===== src/hw/rtl/ttuv_pkg.sv =====
// shared types and constants for the triangle tangent block
// no dependencies
package ttuv_pkg;

    localparam int OUT_FRAC_BITS_DEF = 14;
    localparam int DELTA_W = 33;    // difference of two 32-bit coordinates
    localparam int ACC_W   = 67;    // exact x*y - z*w of two deltas
    localparam int QUEUE_DEPTH = 2;

    // one triangle, reduced to its edges and uv deltas
    typedef struct packed {
        logic [DELTA_W-1:0]      du1;
        logic [DELTA_W-1:0]      dv1;
        logic [DELTA_W-1:0]      du2;
        logic [DELTA_W-1:0]      dv2;
        logic [2:0][DELTA_W-1:0] e1;
        logic [2:0][DELTA_W-1:0] e2;
    } job_t;

endpackage


===== src/hw/rtl/ttuv_front.sv =====
// corner intake: holds the first two corners, forms edges and uv deltas on the third
// depends on ttuv_pkg
module ttuv_front (
    input  logic                 aclk,
    input  logic                 aresetn,
    input  logic                 s_valid,
    output logic                 s_ready,
    input  logic signed [31:0]   s_pos_x,
    input  logic signed [31:0]   s_pos_y,
    input  logic signed [31:0]   s_pos_z,
    input  logic signed [31:0]   s_tex_u,
    input  logic signed [31:0]   s_tex_v,
    output logic                 push_valid,
    input  logic                 push_ready,
    output ttuv_pkg::job_t       push_data
);
    import ttuv_pkg::*;

    logic [1:0]         count_reg;
    logic signed [31:0] pos0_reg [3];
    logic signed [31:0] pos1_reg [3];
    logic signed [31:0] uv0_reg  [2];
    logic signed [31:0] uv1_reg  [2];
    logic signed [31:0] pos_in   [3];
    logic               third;

    assign pos_in[0] = s_pos_x;
    assign pos_in[1] = s_pos_y;
    assign pos_in[2] = s_pos_z;

    // count value three behaves like two
    assign third      = count_reg[1];
    assign s_ready    = !third || push_ready;
    assign push_valid = s_valid && third;

    always_comb begin
        for (int i = 0; i < 3; i++) begin
            push_data.e1[i] = DELTA_W'(pos1_reg[i]) - DELTA_W'(pos0_reg[i]);
            push_data.e2[i] = DELTA_W'(pos_in[i]) - DELTA_W'(pos0_reg[i]);
        end
        push_data.du1 = DELTA_W'(uv1_reg[0]) - DELTA_W'(uv0_reg[0]);
        push_data.dv1 = DELTA_W'(uv1_reg[1]) - DELTA_W'(uv0_reg[1]);
        push_data.du2 = DELTA_W'(s_tex_u) - DELTA_W'(uv0_reg[0]);
        push_data.dv2 = DELTA_W'(s_tex_v) - DELTA_W'(uv0_reg[1]);
    end

    always_ff @(posedge aclk) begin
        if (!aresetn) begin
            count_reg <= 2'd0;
        end else if (s_valid && s_ready) begin
            if (third) begin
                count_reg <= 2'd0;
            end else begin
                count_reg <= count_reg + 2'd1;
            end
        end
    end

    always_ff @(posedge aclk) begin
        if (s_valid && s_ready && !third) begin
            if (count_reg[0]) begin
                for (int i = 0; i < 3; i++) pos1_reg[i] <= pos_in[i];
                uv1_reg[0] <= s_tex_u;
                uv1_reg[1] <= s_tex_v;
            end else begin
                for (int i = 0; i < 3; i++) pos0_reg[i] <= pos_in[i];
                uv0_reg[0] <= s_tex_u;
                uv0_reg[1] <= s_tex_v;
            end
        end
    end

endmodule


===== config.mk =====
export PLATFORM = sky130hd
export DESIGN_NAME = ttuv_front
export DESIGN_NICKNAME = d
export VERILOG_FILES = /design/src/hw/rtl/ttuv_pkg.sv /design/src/hw/rtl/ttuv_front.sv
export SDC_FILE = /design/constraint.sdc
export NUM_CORES = 1
export LEC_CHECK = 0
export ABC_AREA = 0
export BUFFER_PORTS_ARGS = -buffer_cell sky130_fd_sc_hd__clkbuf_2
export CORE_ASPECT_RATIO = 0.6
export CORE_UTILIZATION = 45
export CTS_BUF_LIST = sky130_fd_sc_hd__clkbuf_4
export CTS_CLUSTER_DIAMETER = 200
export CTS_CLUSTER_SIZE = 28
export DETAILED_ROUTE_END_ITERATION = 7
export GPL_ROUTABILITY_DRIVEN = 0
export GPL_TIMING_DRIVEN = 0
export PLACE_DENSITY = 0.72
export SYNTH_ARGS = -nofsm -noshare
export SYNTH_HDL_FRONTEND = slang
export SYNTH_SLANG_ARGS = --single-unit

===== constraint.sdc =====
create_clock -name aclk -period 21.7 [get_ports aclk]
set_input_delay 4.34 -clock aclk [delete_from_list [all_inputs] [get_ports aclk]]
set_output_delay 4.34 -clock aclk [all_outputs]
set_load 0.01 [all_outputs]

==> results of run 1 <==
-- cells in the mapped netlist, drive strengths merged (21+ instances only) --
master    n  area [um^2]
nand4    29        181.4
o21a     63        473.0
nor3     37        190.2
a211oi   21        172.7
and3     25        156.4
nor2    179        671.9
o211ai   21        162.6
edfxtp  320         9609
o21bai   34        255.2
a31oi    32        212.7
a21oi   270         1363
nor2b    52        325.3
xnor2   169         1480
o21ai   165        829.6
nand3    47        235.2
clkbuf   31        118.9
nand2   153        574.3
nand2b   37        231.5
inv     271         1017
xor2     85        744.5
ha      320         4004
a21o    144         1081
-- power breakdown --
group	switching (mW)	total (mW)	internal [mW]	leakage (nW)
registers	0.00921	0.733	0.724	3.01
clock network	0.191	0.225	0.0342	0.0763
logic	0.512	0.852	0.340	10.7
total	0.712	1.81	1.10	13.8
-- stage by stage --
stage               hold WS [ps]  power [mW]
global placement           531.4       1.593
detailed placement         558.4       1.589
global route               650.0       1.916
CTS                        583.7       1.816
finish                     587.5       1.810
floorplan                  501.6       1.293
-- final cells by class --
class	count	area [um^2]	share of cell area
tap	770	963.4	0.03195
inverter	271	1017	0.03373
sequential	322	9649	0.3200
buffer	34	132.6	0.004398
antenna	6	15.01	0.0004979
timing repair buffer	518	2800	0.09286
clock inverter	1	16.27	0.0005394
multi-input combinational	2112	15450	0.5123
clock buffer	15	112.6	0.003734
-- final timing paths --
kind / cells past startpoint / endpoint / start / slack (ps)
max: 14 / push_data[96] / s_pos_z[0] / 9800
min: 2 / count_reg[0] / count_reg[0] / 590
min reg2reg: 2 / count_reg[0] / count_reg[0] / 590
max reg2reg: 8 / pos0_reg[0][56] / count_reg[1] / 19050
-- critical path: stages --
cell and delay (ps):
clkbuf_2 100, inv_1 60, ha_1 190, fa_1 240, nor2b_1 90, o31a_1 260
o41a_1 460, a21oi_1 560, o22a_1 350, a21oi_1 170, o21ai_0 260, a22oi_1 110
xor2_1 190, clkbuf_2 170
-- layer usage --
| layer | share of wire | global-route usage | vias up | wire length [um] |
|---|---|---|---|---|
| li1 | - | - | 11160 | - |
| met1 | 0.50 | 0.3658 | 10540 | 36590 |
| met2 | 0.40 | 0.3389 | 779 | 29620 |
| met3 | 0.066 | 0.03341 | 118 | 4873 |
| met4 | 0.031 | 0.06735 | 12 | 2257 |
| met5 | 0.0013 | 0.003247 | - | 92 |
-- logic make-up (layout without fill, tap and decap cells) --
kind of cell | after synthesis | after routing | share of synthesized area
other cells | 0 | 6 | 0
simple gates | 634 | 634 | 0.1183
buf+inv | 305 | 839 | 0.04383
fa+ha+maj | 330 | 330 | 0.1603
compound gates | 890 | 890 | 0.2235
xor+xnor | 254 | 254 | 0.08480
mux | 4 | 4 | 0.001526
flops | 322 | 322 | 0.3678
-- cell usage in the layout (no fill, tap or decap), drive strengths merged, types with 34 or more instances in the layout --
master,synthesis,routed
nand2,153,153
nand2b,37,37
nand3,47,47
nor2,179,179
inv,271,272
ha,320,320
edfxtp,320,320
a21oi,270,270
o21a,63,63
nor2b,52,52
o21bai,34,34
xnor2,169,169
xor2,85,85
o21ai,165,165
a21o,144,144
nor3,37,37
clkbuf,31,541
==> flow_summary.ini, run 1 <==
[routing]
vias_per_cell = 5.583
wirelength_um = 73440
drc = 0
wl_per_cell_um = 18.14
drt_iter0_drc = 1744
final_antenna_net_count = 0
vias = 22600
dr.pass1.iters = 7

[floorplanning]
fp.dieH_um = 189.0
dieArea_um2 = 59300
start_util = 0.4561
die_w_um = 313.7
coreArea_um2 = 57520
num_io_pins = 496
rows = 68

[cells_and_area]
drive_above_1_share = 0.1800
stdcell_count = 4049
area_growth_pct = 14.94
nets = 3768
final_area_um2 = 30150
utilization = 0.5243
nFillCells = 5359

[global_routing]
grt_pass1_vias = 20430
grt_max_degree = 32
overflow = 0
antenna_found_initial = 10
grt_use_total = 0.2368
grt_pass1_wl_um = 113000

[pwr]
p_leak_nw = 13.83
p_per_area_nw_per_um2 = 60.02
vdd_drop_max_v = 0.00003621

[synthesis]
syn_area_um2 = 26230
synth_edf_count = 320
syn_inst = 2739
synth-seq-cells = 322
syn-num-nets = 3233
async_reset_ff_frac = 0
yosysSeqAreaShare = 0.3678
synth.distinct_cells = 93
avgSynthCellArea_um2 = 9.578
ys_dominant_reg_cell = edfxtp_1
yosys_warnings = 0

[clock_tree]
cts_hold_buf = 0
cts_max_level = 1
cts_repair_resize_count = 0
numCtsBuffers = 15
cts_buffer_depth = 3
cts.sinks = 322
clk_latency_ps = 810
cts.clk_slew.worst_paths_ps = 240
cts_tree = built
cts_root_buffer = clkbuf_4
cts_setup_buffers = 0

[sta]
worst_slew_pin_slew_ps = 878.7
grt_setup_unrepaired = no
setup_tns_ps = 0
post-route-period-util = 0.5484
drv_slew = 0
finalSetupViolCount = 0
fmax_ghz = 0.08404
timing.final.ws_setup_ps = 9801
clock_skew_ps = 74.20
finalHoldViolations = 0
period_needed_ps = 11900
slew_headroom = 0.4102

[place]
dpl_cell_area_um2 = 30010
dpl.hpwl_um = 60840
dp.cells = 4027
port_buffers = 495
place_ws_ps = 9960

[setup_path]
cp_data_required_time_ps = 17360
critPathArrivalTime_ps = 7560
critPathLaunchType = input port
cp_max_fo = 4
end_kind = output port
crit_type = input port to output port

[hold_path]
hold_path.class = flip-flop to flip-flop

[job]
drv_cap = 0

[status]
outcome = completed
No activity file was read; power rests on OpenSTA's default activity.
==> inputs of run 2 (changes only) <==
Clock period 21.7 ns to 11.75 ns, I/O delays scaled along.
==> flow_summary.ini, run 2 (synthesis results as in run 1) <==
[setup_path]
path_delay_family = compound AO/OA/AOI/OAI gates
critPathMaxStageDelay_ps = 490
critPathArrivalTime_ps = 5420
cp_cell_sequence = clkbuf_2 -> inv_1 -> ha_1 -> fa_1 -> nor2b_1 -> o21ai_1 -> a21oi_2 -> o31ai_2 -> o21ai_2 -> a41oi_2 -> o311ai_1 -> a21oi_1 -> o311ai_1 -> clkbuf_2
end_kind = output port
path_buf_inv = 3
crit_type = input port to output port
cp_max_fo = 5
cp_data_required_time_ps = 9400
crit_slowest_cell = o311ai_1
critPathLaunchType = input port

[sta]
worst_slew_pin_slew_ps = 909.9
finalHoldViolations = 0
grt_setup_unrepaired = no
setup_tns_ps = 0
post-route-period-util = 0.6610
period_needed_ps = 7766
finalSetupViolCount = 0
drv_slew = 0
clock_skew_ps = 89.50
slew_headroom = 0.3928
fmax_ghz = 0.1288

[routing]
vias_per_cell = 5.507
drt_iter0_drc = 1799
vias = 22290
final_antenna_net_count = 0
drc = 0
dr.pass1.iters = 5
wl_per_cell_um = 17.89
wirelength_um = 72430

[global_routing]
grt_pass1_vias = 20420
grt_max_degree = 32
overflow = 0
antenna_found_initial = 10
grt_use_total = 0.2363
grt_pass1_wl_um = 112700

[clock_tree]
cts_hold_buf = 0
cts_setup_buffers = 0
cts_root_buffer = clkbuf_4
numCtsBuffers = 15
cts_buffer_depth = 3
cts_repair_resize_count = 0
clk_latency_ps = 820
cts.clk_slew.worst_paths_ps = 340
cts_tree = built
cts_max_level = 1
cts.sinks = 322

[pwr]
switching_power_mw = 1.314
p_int_mw = 2.043
p_per_area_nw_per_um2 = 111.1
vdd_drop_max_v = 0.00006627
swShare = 0.3914
p_leak_nw = 13.84
p_seq_frac = 0.403
comb_power_share = 0.467
clkPwrFrac = 0.129

[floorplanning]
coreArea_um2 = 57520
start_util = 0.4561
num_io_pins = 496
rows = 68
dieArea_um2 = 59300
die_w_um = 313.7
fp.dieH_um = 189.0

[cells_and_area]
final_common_cell = clkbuf_2
nets = 3761
stdcell_count = 4048
layout_common_cells = clkbuf_2 (497), ha_1 (320), edfxtp_1 (320)
seq_area_um2 = 9649
drive_above_1_share = 0.1792
multi_input_area_um2 = 15450
area_growth_pct = 15.15
nFillCells = 5284

[job]
drv_cap = 0

[status]
outcome = completed

[hold_path]
hold_path.class = flip-flop to flip-flop

[place]
dp.cells = 4020
port_buffers = 495
dpl.hpwl_um = 60220
run 2: changes by cell type in the layout (fill, tap and decap cells not counted), sizes merged:
cell,before,now
clkbuf,541,545
diode,6,8
buf,26,19
run 2: final cells by class:
class	count	area share
multi-input cells	2112	0.5116
flip-flops and latches	322	0.3194
repair buffers	511	0.09311
inverters	271	0.03367
well taps	770	0.03189
clock buffers	19	0.004722
plain buffers	34	0.004391
diodes	8	0.0006627
clock inverters	1	0.0005385
run 2: power groups by stage:
stage	combinational (mW)	clock, mW	sequential, mW
finish	1.57	0.434	1.35
global route	1.71	0.478	1.36
CTS	1.56	0.451	1.35
detailed placement	1.55	0	1.38
global placement	1.52	0	1.40
floorplan	0.988	0	1.39
run 2: final timing paths:
check | cells past startpoint | endpoint | slack [ps] | startpoint
setup / recovery | 14 | push_data[257] | 3980 | s_tex_u[0]
setup reg to reg | 6 | pos0_reg[0][54] | 9160 | count_reg[1]
hold / removal | 2 | count_reg[0] | 590 | count_reg[0]
hold reg to reg | 2 | count_reg[0] | 590 | count_reg[0]
run 2: worst register-to-register path, delay by kind of cell (launching register included):
kind	cells	cell delay [ps]
simple gates	1	790
buf+inv	5	1030
flops	1	460
run 2: metrics by stage:
step / cell area, um^2 / setup slack, ps / hold slack, ps / power [mW] / util
5_1_grt: 30200 / 3675 / 652.6 / 3.552 / 0.5250
3_3_place_gp: 29680 / -2724 / 537.7 / 2.924 / 0.5160
4_1_cts: 30190 / 4018 / 587.4 / 3.368 / 0.5249
3_5_place_dp: 30030 / 4024 / 558.9 / 2.934 / 0.5221
2_1_floorplan: 26240 / 1951 / 516.0 / 2.380 / -
6_report: 30210 / 3984 / 587.2 / 3.357 / 0.5252
run 2: layer usage:
metal	vias to the layer above	routed length (um)	track usage
li1	11160	-	-
met2	684	29710	0.3502
met4	10	1697	0.04897
met1	10340	35810	0.3578
met3	96	5139	0.04031
met5	-	69	0
