===== config.mk =====
export PLATFORM = sky130hd
export DESIGN_NAME = ttuv_queue
export DESIGN_NICKNAME = d
export VERILOG_FILES = /design/src/hw/rtl/ttuv_pkg.sv /design/src/hw/rtl/ttuv_queue.sv
export SDC_FILE = /design/constraint.sdc
export NUM_CORES = 1
export LEC_CHECK = 0
export ABC_AREA = 1
export BUFFER_PORTS_ARGS = -buffer_cell sky130_fd_sc_hd__buf_2
export CORE_MARGIN = 2
export CORE_UTILIZATION = 30
export DETAILED_ROUTE_END_ITERATION = 8
export GPL_TIMING_DRIVEN = 0
export SETUP_SLACK_MARGIN = 0.15
export SLEW_MARGIN = 20
export SYNTH_ARGS = -nofsm -noshare
export SYNTH_HDL_FRONTEND = slang
export SYNTH_SLANG_ARGS = --single-unit

===== constraint.sdc =====
create_clock -name aclk -period 38.7 [get_ports aclk]
set_clock_uncertainty 0.1 [all_clocks]
set_input_delay 1.935 -clock aclk [delete_from_list [all_inputs] [get_ports aclk]]
set_output_delay 1.935 -clock aclk [all_outputs]
set_load 0.1 [all_outputs]

===== src/hw/rtl/ttuv_pkg.sv =====
// shared types and constants for the triangle tangent block
// no dependencies
package ttuv_pkg;

    localparam int OUT_FRAC_BITS_DEF = 14;
    localparam int DELTA_W = 33;    // difference of two 32-bit coordinates
    localparam int ACC_W   = 67;    // exact x*y - z*w of two deltas
    localparam int QUEUE_DEPTH = 2;

    // one triangle, reduced to its edges and uv deltas
    typedef struct packed {
        logic [DELTA_W-1:0]      du1;
        logic [DELTA_W-1:0]      dv1;
        logic [DELTA_W-1:0]      du2;
        logic [DELTA_W-1:0]      dv2;
        logic [2:0][DELTA_W-1:0] e1;
        logic [2:0][DELTA_W-1:0] e2;
    } job_t;

endpackage


===== src/hw/rtl/ttuv_queue.sv =====
// short job queue between intake and the arithmetic back end
// depends on ttuv_pkg
module ttuv_queue (
    input  logic            aclk,
    input  logic            aresetn,
    input  logic            push_valid,
    output logic            push_ready,
    input  ttuv_pkg::job_t  push_data,
    output logic            pop_valid,
    input  logic            pop_ready,
    output ttuv_pkg::job_t  pop_data
);
    import ttuv_pkg::*;

    localparam int PW = $clog2(QUEUE_DEPTH);

    job_t            mem [QUEUE_DEPTH];
    logic [PW-1:0]   wr_ptr_reg;
    logic [PW-1:0]   rd_ptr_reg;
    logic [PW:0]     fill_reg;
    logic            do_push;
    logic            do_pop;

    assign push_ready = fill_reg != (PW+1)'(QUEUE_DEPTH);
    assign pop_valid  = fill_reg != '0;
    assign pop_data   = mem[rd_ptr_reg];
    assign do_push    = push_valid && push_ready;
    assign do_pop     = pop_valid && pop_ready;

    always_ff @(posedge aclk) begin
        if (!aresetn) begin
            wr_ptr_reg <= '0;
            rd_ptr_reg <= '0;
            fill_reg   <= '0;
        end else begin
            if (do_push) wr_ptr_reg <= PW'(wr_ptr_reg + 1'b1);
            if (do_pop)  rd_ptr_reg <= PW'(rd_ptr_reg + 1'b1);
            if (do_push && !do_pop) begin
                fill_reg <= fill_reg + 1'b1;
            end else if (do_pop && !do_push) begin
                fill_reg <= fill_reg - 1'b1;
            end
        end
    end

    always_ff @(posedge aclk) begin
        if (do_push) mem[wr_ptr_reg] <= push_data;
    end

endmodule


==> results of run 1 <==
## cells in the mapped netlist
master and count:
edfxtp_1 660, mux2_4 300, buf_12 33, mux2_2 30, nand2_1 9, inv_1 8
nor2_1 8, dfxtp_1 5, buf_2 3, o21ai_0 2, a21oi_1 1, buf_6 1
ha_1 1, nand3_1 1, nand4_1 1, o21a_1 1
## per-layer routing
layer / routed length, um / track usage / up-vias
met1: 22460 / 0.1433 / 6363
met2: 31390 / 0.2267 / 405
met4: 1797 / 0.05937 / 10
li1: - / - / 5841
met5: 59 / 0 / -
met3: 4185 / 0.03747 / 105
## layout by cell type (no fill, tap or decap)
cell type / n
buf_6: 1
clkinv_2: 10
clkinv_1: 18
dfxtp_1: 5
o21ai_0: 2
nand2_1: 9
mux2_2: 30
clkbuf_16: 76
inv_6: 2
a21oi_1: 1
clkinv_8: 3
nand4_1: 1
clkbuf_1: 16
clkinv_4: 1
ha_1: 1
inv_1: 8
o21a_1: 1
nand3_1: 1
nor2_4: 2
nor2_1: 6
buf_16: 19
buf_2: 668
bufinv_16: 6
diode_2: 10
edfxtp_1: 660
mux2_4: 300
buf_12: 46
clkinvlp_4: 2
## area by class of cell
class | instances | area [um2] | area share
Antenna cell | 10 | 25.02 | 0.0007465
Buffer | 37 | 686.9 | 0.02049
Clock buffer | 92 | 1962 | 0.05853
Clock inverter | 42 | 387.9 | 0.01157
Inverter | 8 | 30.03 | 0.0008958
Multi-Input combinational cell | 354 | 4967 | 0.1482
Sequential cell | 665 | 19920 | 0.5942
Tap cell | 1144 | 1431 | 0.04270
Timing Repair Buffer | 697 | 4111 | 0.1227
## where the power goes
group / internal (uW) / switching (uW)
Combinational: 299 / 964
Clock: 401 / 275
Sequential: 909 / 22.2
## kinds of logic (layout without fill, tap and decap cells)
kind of cell | count (synthesis) | in the layout
AO/OA/AOI/OAI | 4 | 4
adder cells (fa/ha/maj) | 1 | 1
buffers and inverters | 45 | 876
other | 0 | 10
flip-flops | 665 | 665
multiplexers | 330 | 330
AND/OR/NAND/NOR | 19 | 19
## through the flow
stage	total power [uW]	setup slack (ns)	cells
after floorplan	2058	21.81	1064
after global placement	2275	13.63	2873
after detailed placement	2223	34.33	2905
after CTS	2908	34.35	3039
after global routing	2965	34.36	3049
final	2870	34.47	3049
## worst max-delay path by stage
| stage | startpoint | to | slack, ns | cells past startpoint |
|---|---|---|---|---|
| 6_report | register | pop_data[162] | 34.47 | 5 |
| 5_1_grt | register | pop_data[161] | 34.36 | 5 |
| 4_1_cts | register | pop_data[161] | 34.35 | 5 |
| 3_5_place_dp | push_valid | mem[1][64] | 34.33 | 8 |
| 3_3_place_gp | push_valid | mem[0][198] | 13.63 | 3 |
| 2_1_floorplan | push_valid | mem[0][0] | 21.81 | 2 |
## worst reg2reg max path, delay by kind of cell, from the launching register on
kind	cells	cell delay, ns
buffers and inverters	6	1.17
and+or+nand+nor	3	0.88
DFF	1	0.36
==> reports/results.ini, run 1 <==
[synthesis]
yosysSeqAreaShare=0.7784
synth.yosys.warnings=0
synth_top_area_cell=edfxtp_1
synth_top_family_by_area=multiplexers
yosysTopAreaCellShare=0.7745
syn_nets=1399
synth_xor_xnor_area_share=0
synth.avg_cell_area_um2=24.05
synthCells=1064
yosys.area_share.simple=0.002934
syn_area_um2=25590
synth_fa_ha_area_frac=0.0004890
synth_compound_area_frac=0.0008802
synthTopCellsByArea=edfxtp_1 77%, mux2_4 18%, buf_12 2.6%
synthMuxAreaShare=0.1892
ys_types=16
ys_seq_elements=665

[timing]
period_share=0.1092
fin_setup_tns_ns=0
drv_slew=0
fmax_mhz=236.5
slew_headroom=0.4902
finalHoldViolations=0
tightest_slew_ns=0.7629
whs_ns=0.4045
fin_crit_ns=4.228
finalSetupViolations=0
grt_setup_unrepaired=no

[critical_path]
crit_arrival_ns=2.19
r2r_slack_ns=35.89
cp_max_fo=10
slowest_stage=mux2_4
path_cells=buf_6, buf_12, buf_12, mux2_4, buf_2
reg2reg_depth=9
r2r-end=mem[1][67]
cp.buffers_inverters=4
crit_type=register to output port
rr_startpoint=fill_reg[0]
endpoint_kind=output port
cpPeakStageDelay_ns=0.36
start_kind=register
cp_top_family=buffers and inverters
crit_path_frequent_cell=buf_12
crit_required_ns=36.67

[clock_network]
numCtsBuffers=75
root_buffer=clkbuf_16
cts_resized=0
clock_sinks=665
cts_tree=yes
clockBufferDepth=3
post-cts-setup-buffer-count=0
holdBufCountCts=0
clk_latency_ns=0.60
htreeDepth=3
clk_pin_slew_ns=0.05

[detailed_routing]
drt-vias-per-instance=4.173
dr_total_vias=12720
drtIter0Drc=446
drc=0
drt_first_pass_iters=4
post_drt_wl_per_cell_um=19.64
drt-total-wl_mm=59.88
antenna_left=0

[pwr]
p_per_area_nw_per_um2=85.63
max-vdd-ir-drop_v=0.00005556
power_leakage_uw=0.01296

[layout]
drive_gt1_frac=0.6153
area_growth_syn_to_layout_pct=31.00
design_area_um2=33520
largest_reg_flops=660
utilization=0.3949
fill_cells=7783
final_net_count=2173

[outcome]
status=finished, final reports clean

[place]
hpwl_mm=44.76
numPortBuffers=665
routabilityCongestion=0.7711
post_dp_cell_area_um2=31150

[floorplan]
num_io_pins=666
die_h_um=296.1
die_area_um2=87650
dieWidth_um=296.1
core-area_um2=84880
rows=107
initial_core_util=0.3015

[global_routing]
grt.overflow.total=0
grt_pass1_vias=13420
antenna_found_initial=18
track_usage=0.1287
grt_max_degree=27
grt_pass1_wl_mm=83.47

[flow_run]
drv_cap=0

[worst_hold_path]
min_from=rd_ptr_reg
whs_path_depth=2
worstHoldPathType=register to register

Power figures use the tool's default switching activity.
==> run 2, diff against run 1 <==
==> constraint.sdc (replaced) <==
create_clock -name aclk -period 4 [get_ports aclk]
set_clock_uncertainty 0.1 [all_clocks]
set_input_delay 0.2 -clock aclk [delete_from_list [all_inputs] [get_ports aclk]]
set_output_delay 0.2 -clock aclk [all_outputs]
set_load 0.1 [all_outputs]
==> run 2 against run 1 <==
Net effect:
- sequential cell count did not move
- combinational power grew to 9.9 times the previous value
- worst hold slack worse by 0.19 ns
- routed wire length is 7.5% higher
- sequential power rose to 9.7 times the previous value
- total power grew to 9.8 times the previous value
==> reports/results.ini, run 2 (same netlist as run 1, synthesis figures left out) <==
[detailed_routing]
drtIter0Drc=584  ; +31%
drc=0  ; unchanged
drt-vias-per-instance=4.201  ; +0.66%
post_drt_wl_per_cell_um=19.07  ; -2.9%
dr_total_vias=14180  ; +11%
antenna_left=0  ; unchanged
drt_first_pass_iters=7  ; +3
drt-total-wl_mm=64.36  ; +7.5%

[floorplan]
dieWidth_um=296.1  ; unchanged
num_io_pins=666  ; unchanged
initial_core_util=0.3015  ; unchanged
die_area_um2=87650  ; unchanged
rows=107  ; unchanged
die_h_um=296.1  ; unchanged
core-area_um2=84880  ; unchanged

[global_routing]
antenna_found_initial=5  ; -13
grt_pass1_wl_mm=91.07  ; +9.1%
grt_pass1_vias=15350  ; +14%
grt_max_degree=28  ; +3.7%
grt.overflow.total=0  ; unchanged
track_usage=0.1384  ; +0.009682

[place]
place_ws_ns=1.523  ; -32.81 ns
hpwl_mm=45.54  ; +1.7%
routabilityCongestion=0.7569  ; -1.8%
numPortBuffers=665  ; unchanged
placed_cells=2903  ; -0.069%

[clock_network]
numCtsBuffers=76  ; +1.3%
clk_latency_ns=0.59  ; about the same
root_buffer=clkbuf_16
clock_sinks=665  ; unchanged
post-cts-setup-buffer-count=0  ; unchanged
clockBufferDepth=3  ; unchanged
holdBufCountCts=333  ; +333
cts_tree=yes
clk_pin_slew_ns=0.06  ; about the same
cts_resized=0  ; unchanged
htreeDepth=3  ; unchanged

[critical_path]
cpPeakStageDelay_ns=0.46  ; +0.10 ns
crit_type=register to output port
crit_required_ns=3.70  ; -32.97 ns
crit_path_frequent_cell=buf_12
endpoint_kind=output port
crit_arrival_ns=2.19  ; about the same
path_cells=buf_6, buf_12, buf_12, mux2_4, buf_2
cp_max_fo=10  ; unchanged
start_kind=register
slowest_stage=buf_2

[flow_run]
drv_cap=0  ; unchanged

[timing]
fmax_mhz=401.6
whs_ns=0.2181  ; -0.1864 ns
fin_crit_ns=2.490
period_share=0.6226
tightest_slew_ns=0.5966  ; -0.1663 ns
finalSetupViolations=0  ; unchanged
grt_setup_unrepaired=no
setup_ws_ns=1.510  ; -32.96 ns
drv_slew=0  ; unchanged
slew_headroom=0.6050  ; +0.1148
finalHoldViolations=0  ; unchanged

[layout]
drive_gt1_frac=0.5251  ; -0.09017
fill_cells=7464  ; -4.1%
largest_reg_flops=660  ; unchanged
stdcell_count=3375  ; +11%
utilization=0.4331  ; +0.03817
area_growth_syn_to_layout_pct=43.66
mostFrequentLayoutCell=buf_2
final_net_count=2505  ; +15%
layout_common_cells=668 x buf_2, 660 x edfxtp_1, 333 x dlygate4sd3_1

[pwr]
power_leakage_uw=0.01430  ; +10%
p_per_area_nw_per_um2=763.1  ; +790%
max-vdd-ir-drop_v=0.0006396  ; +1100%

[worst_hold_path]
worstHoldPathType=primary input to register

[outcome]
status=finished, final reports clean

[run 2: changes by cell type in the layout (fill, tap and decap cells not counted), sizes merged]
cell,change
dlygate4sd3,+333
diode,-7
bufinv,-3
buf,-2
clkinv,+2
clkinvlp,+2
clkbuf,+1
[run 2: metrics by stage]
stage	setup TNS [ns]	power (uW)	area, um2
detailed placement	0	21490	31080
global placement	-2956.19	21350	30400
CTS	0	28330	36750
global route	0	28950	36760
floorplan	-1357.82	19510	25640
finish	0	28050	36760
[run 2: path summary, 6_finish.rpt]
check                 from       endpoint  slack, ns  cells after the start
max               register  pop_data[149]       1.51                      5
min          push_data[94]     mem[0][94]       0.22                      2
max reg2reg    fill_reg[0]     mem[1][35]       1.54                      9
min reg2reg     rd_ptr_reg     rd_ptr_reg       0.40                      2
[run 2: routing by layer]
| layer | share of wire | global-route usage | up-vias |
|---|---|---|---|
| li1 | - | - | 6490 |
| met1 | 0.37 | 0.1527 | 7063 |
| met2 | 0.52 | 0.2475 | 492 |
| met3 | 0.071 | 0.04085 | 129 |
| met4 | 0.035 | 0.05839 | 4 |
| met5 | 0.00028 | 0 | - |
[run 2: where the power goes]
group          switching [uW]  internal (uW)  total, uW
clock network            2720           3770       6490
logic                    9450           3080      12500
registers                 230           8800       9030
total                   12400          15600      28100
[run 2: final cells by class]
type                            instances  area [um2]  area share
Tap cell                             1144        1431     0.03894
Inverter                                8       32.53   0.0008850
Clock inverter                         43       329.1    0.008952
Clock buffer                           93        2008     0.05463
Antenna cell                            3       7.507   0.0002042
Multi-Input combinational cell        354        5000      0.1360
Sequential cell                       665       19920      0.5419
Timing Repair Buffer                 1028        7345      0.1998
Buffer                                 37       686.9     0.01869
[run 2: critical path, delay by kind of cell, from the launching register on]
family,cells,cell delay (ns)
DFF,1,0.32
muxes,1,0.26
buffers and inverters,4,0.99
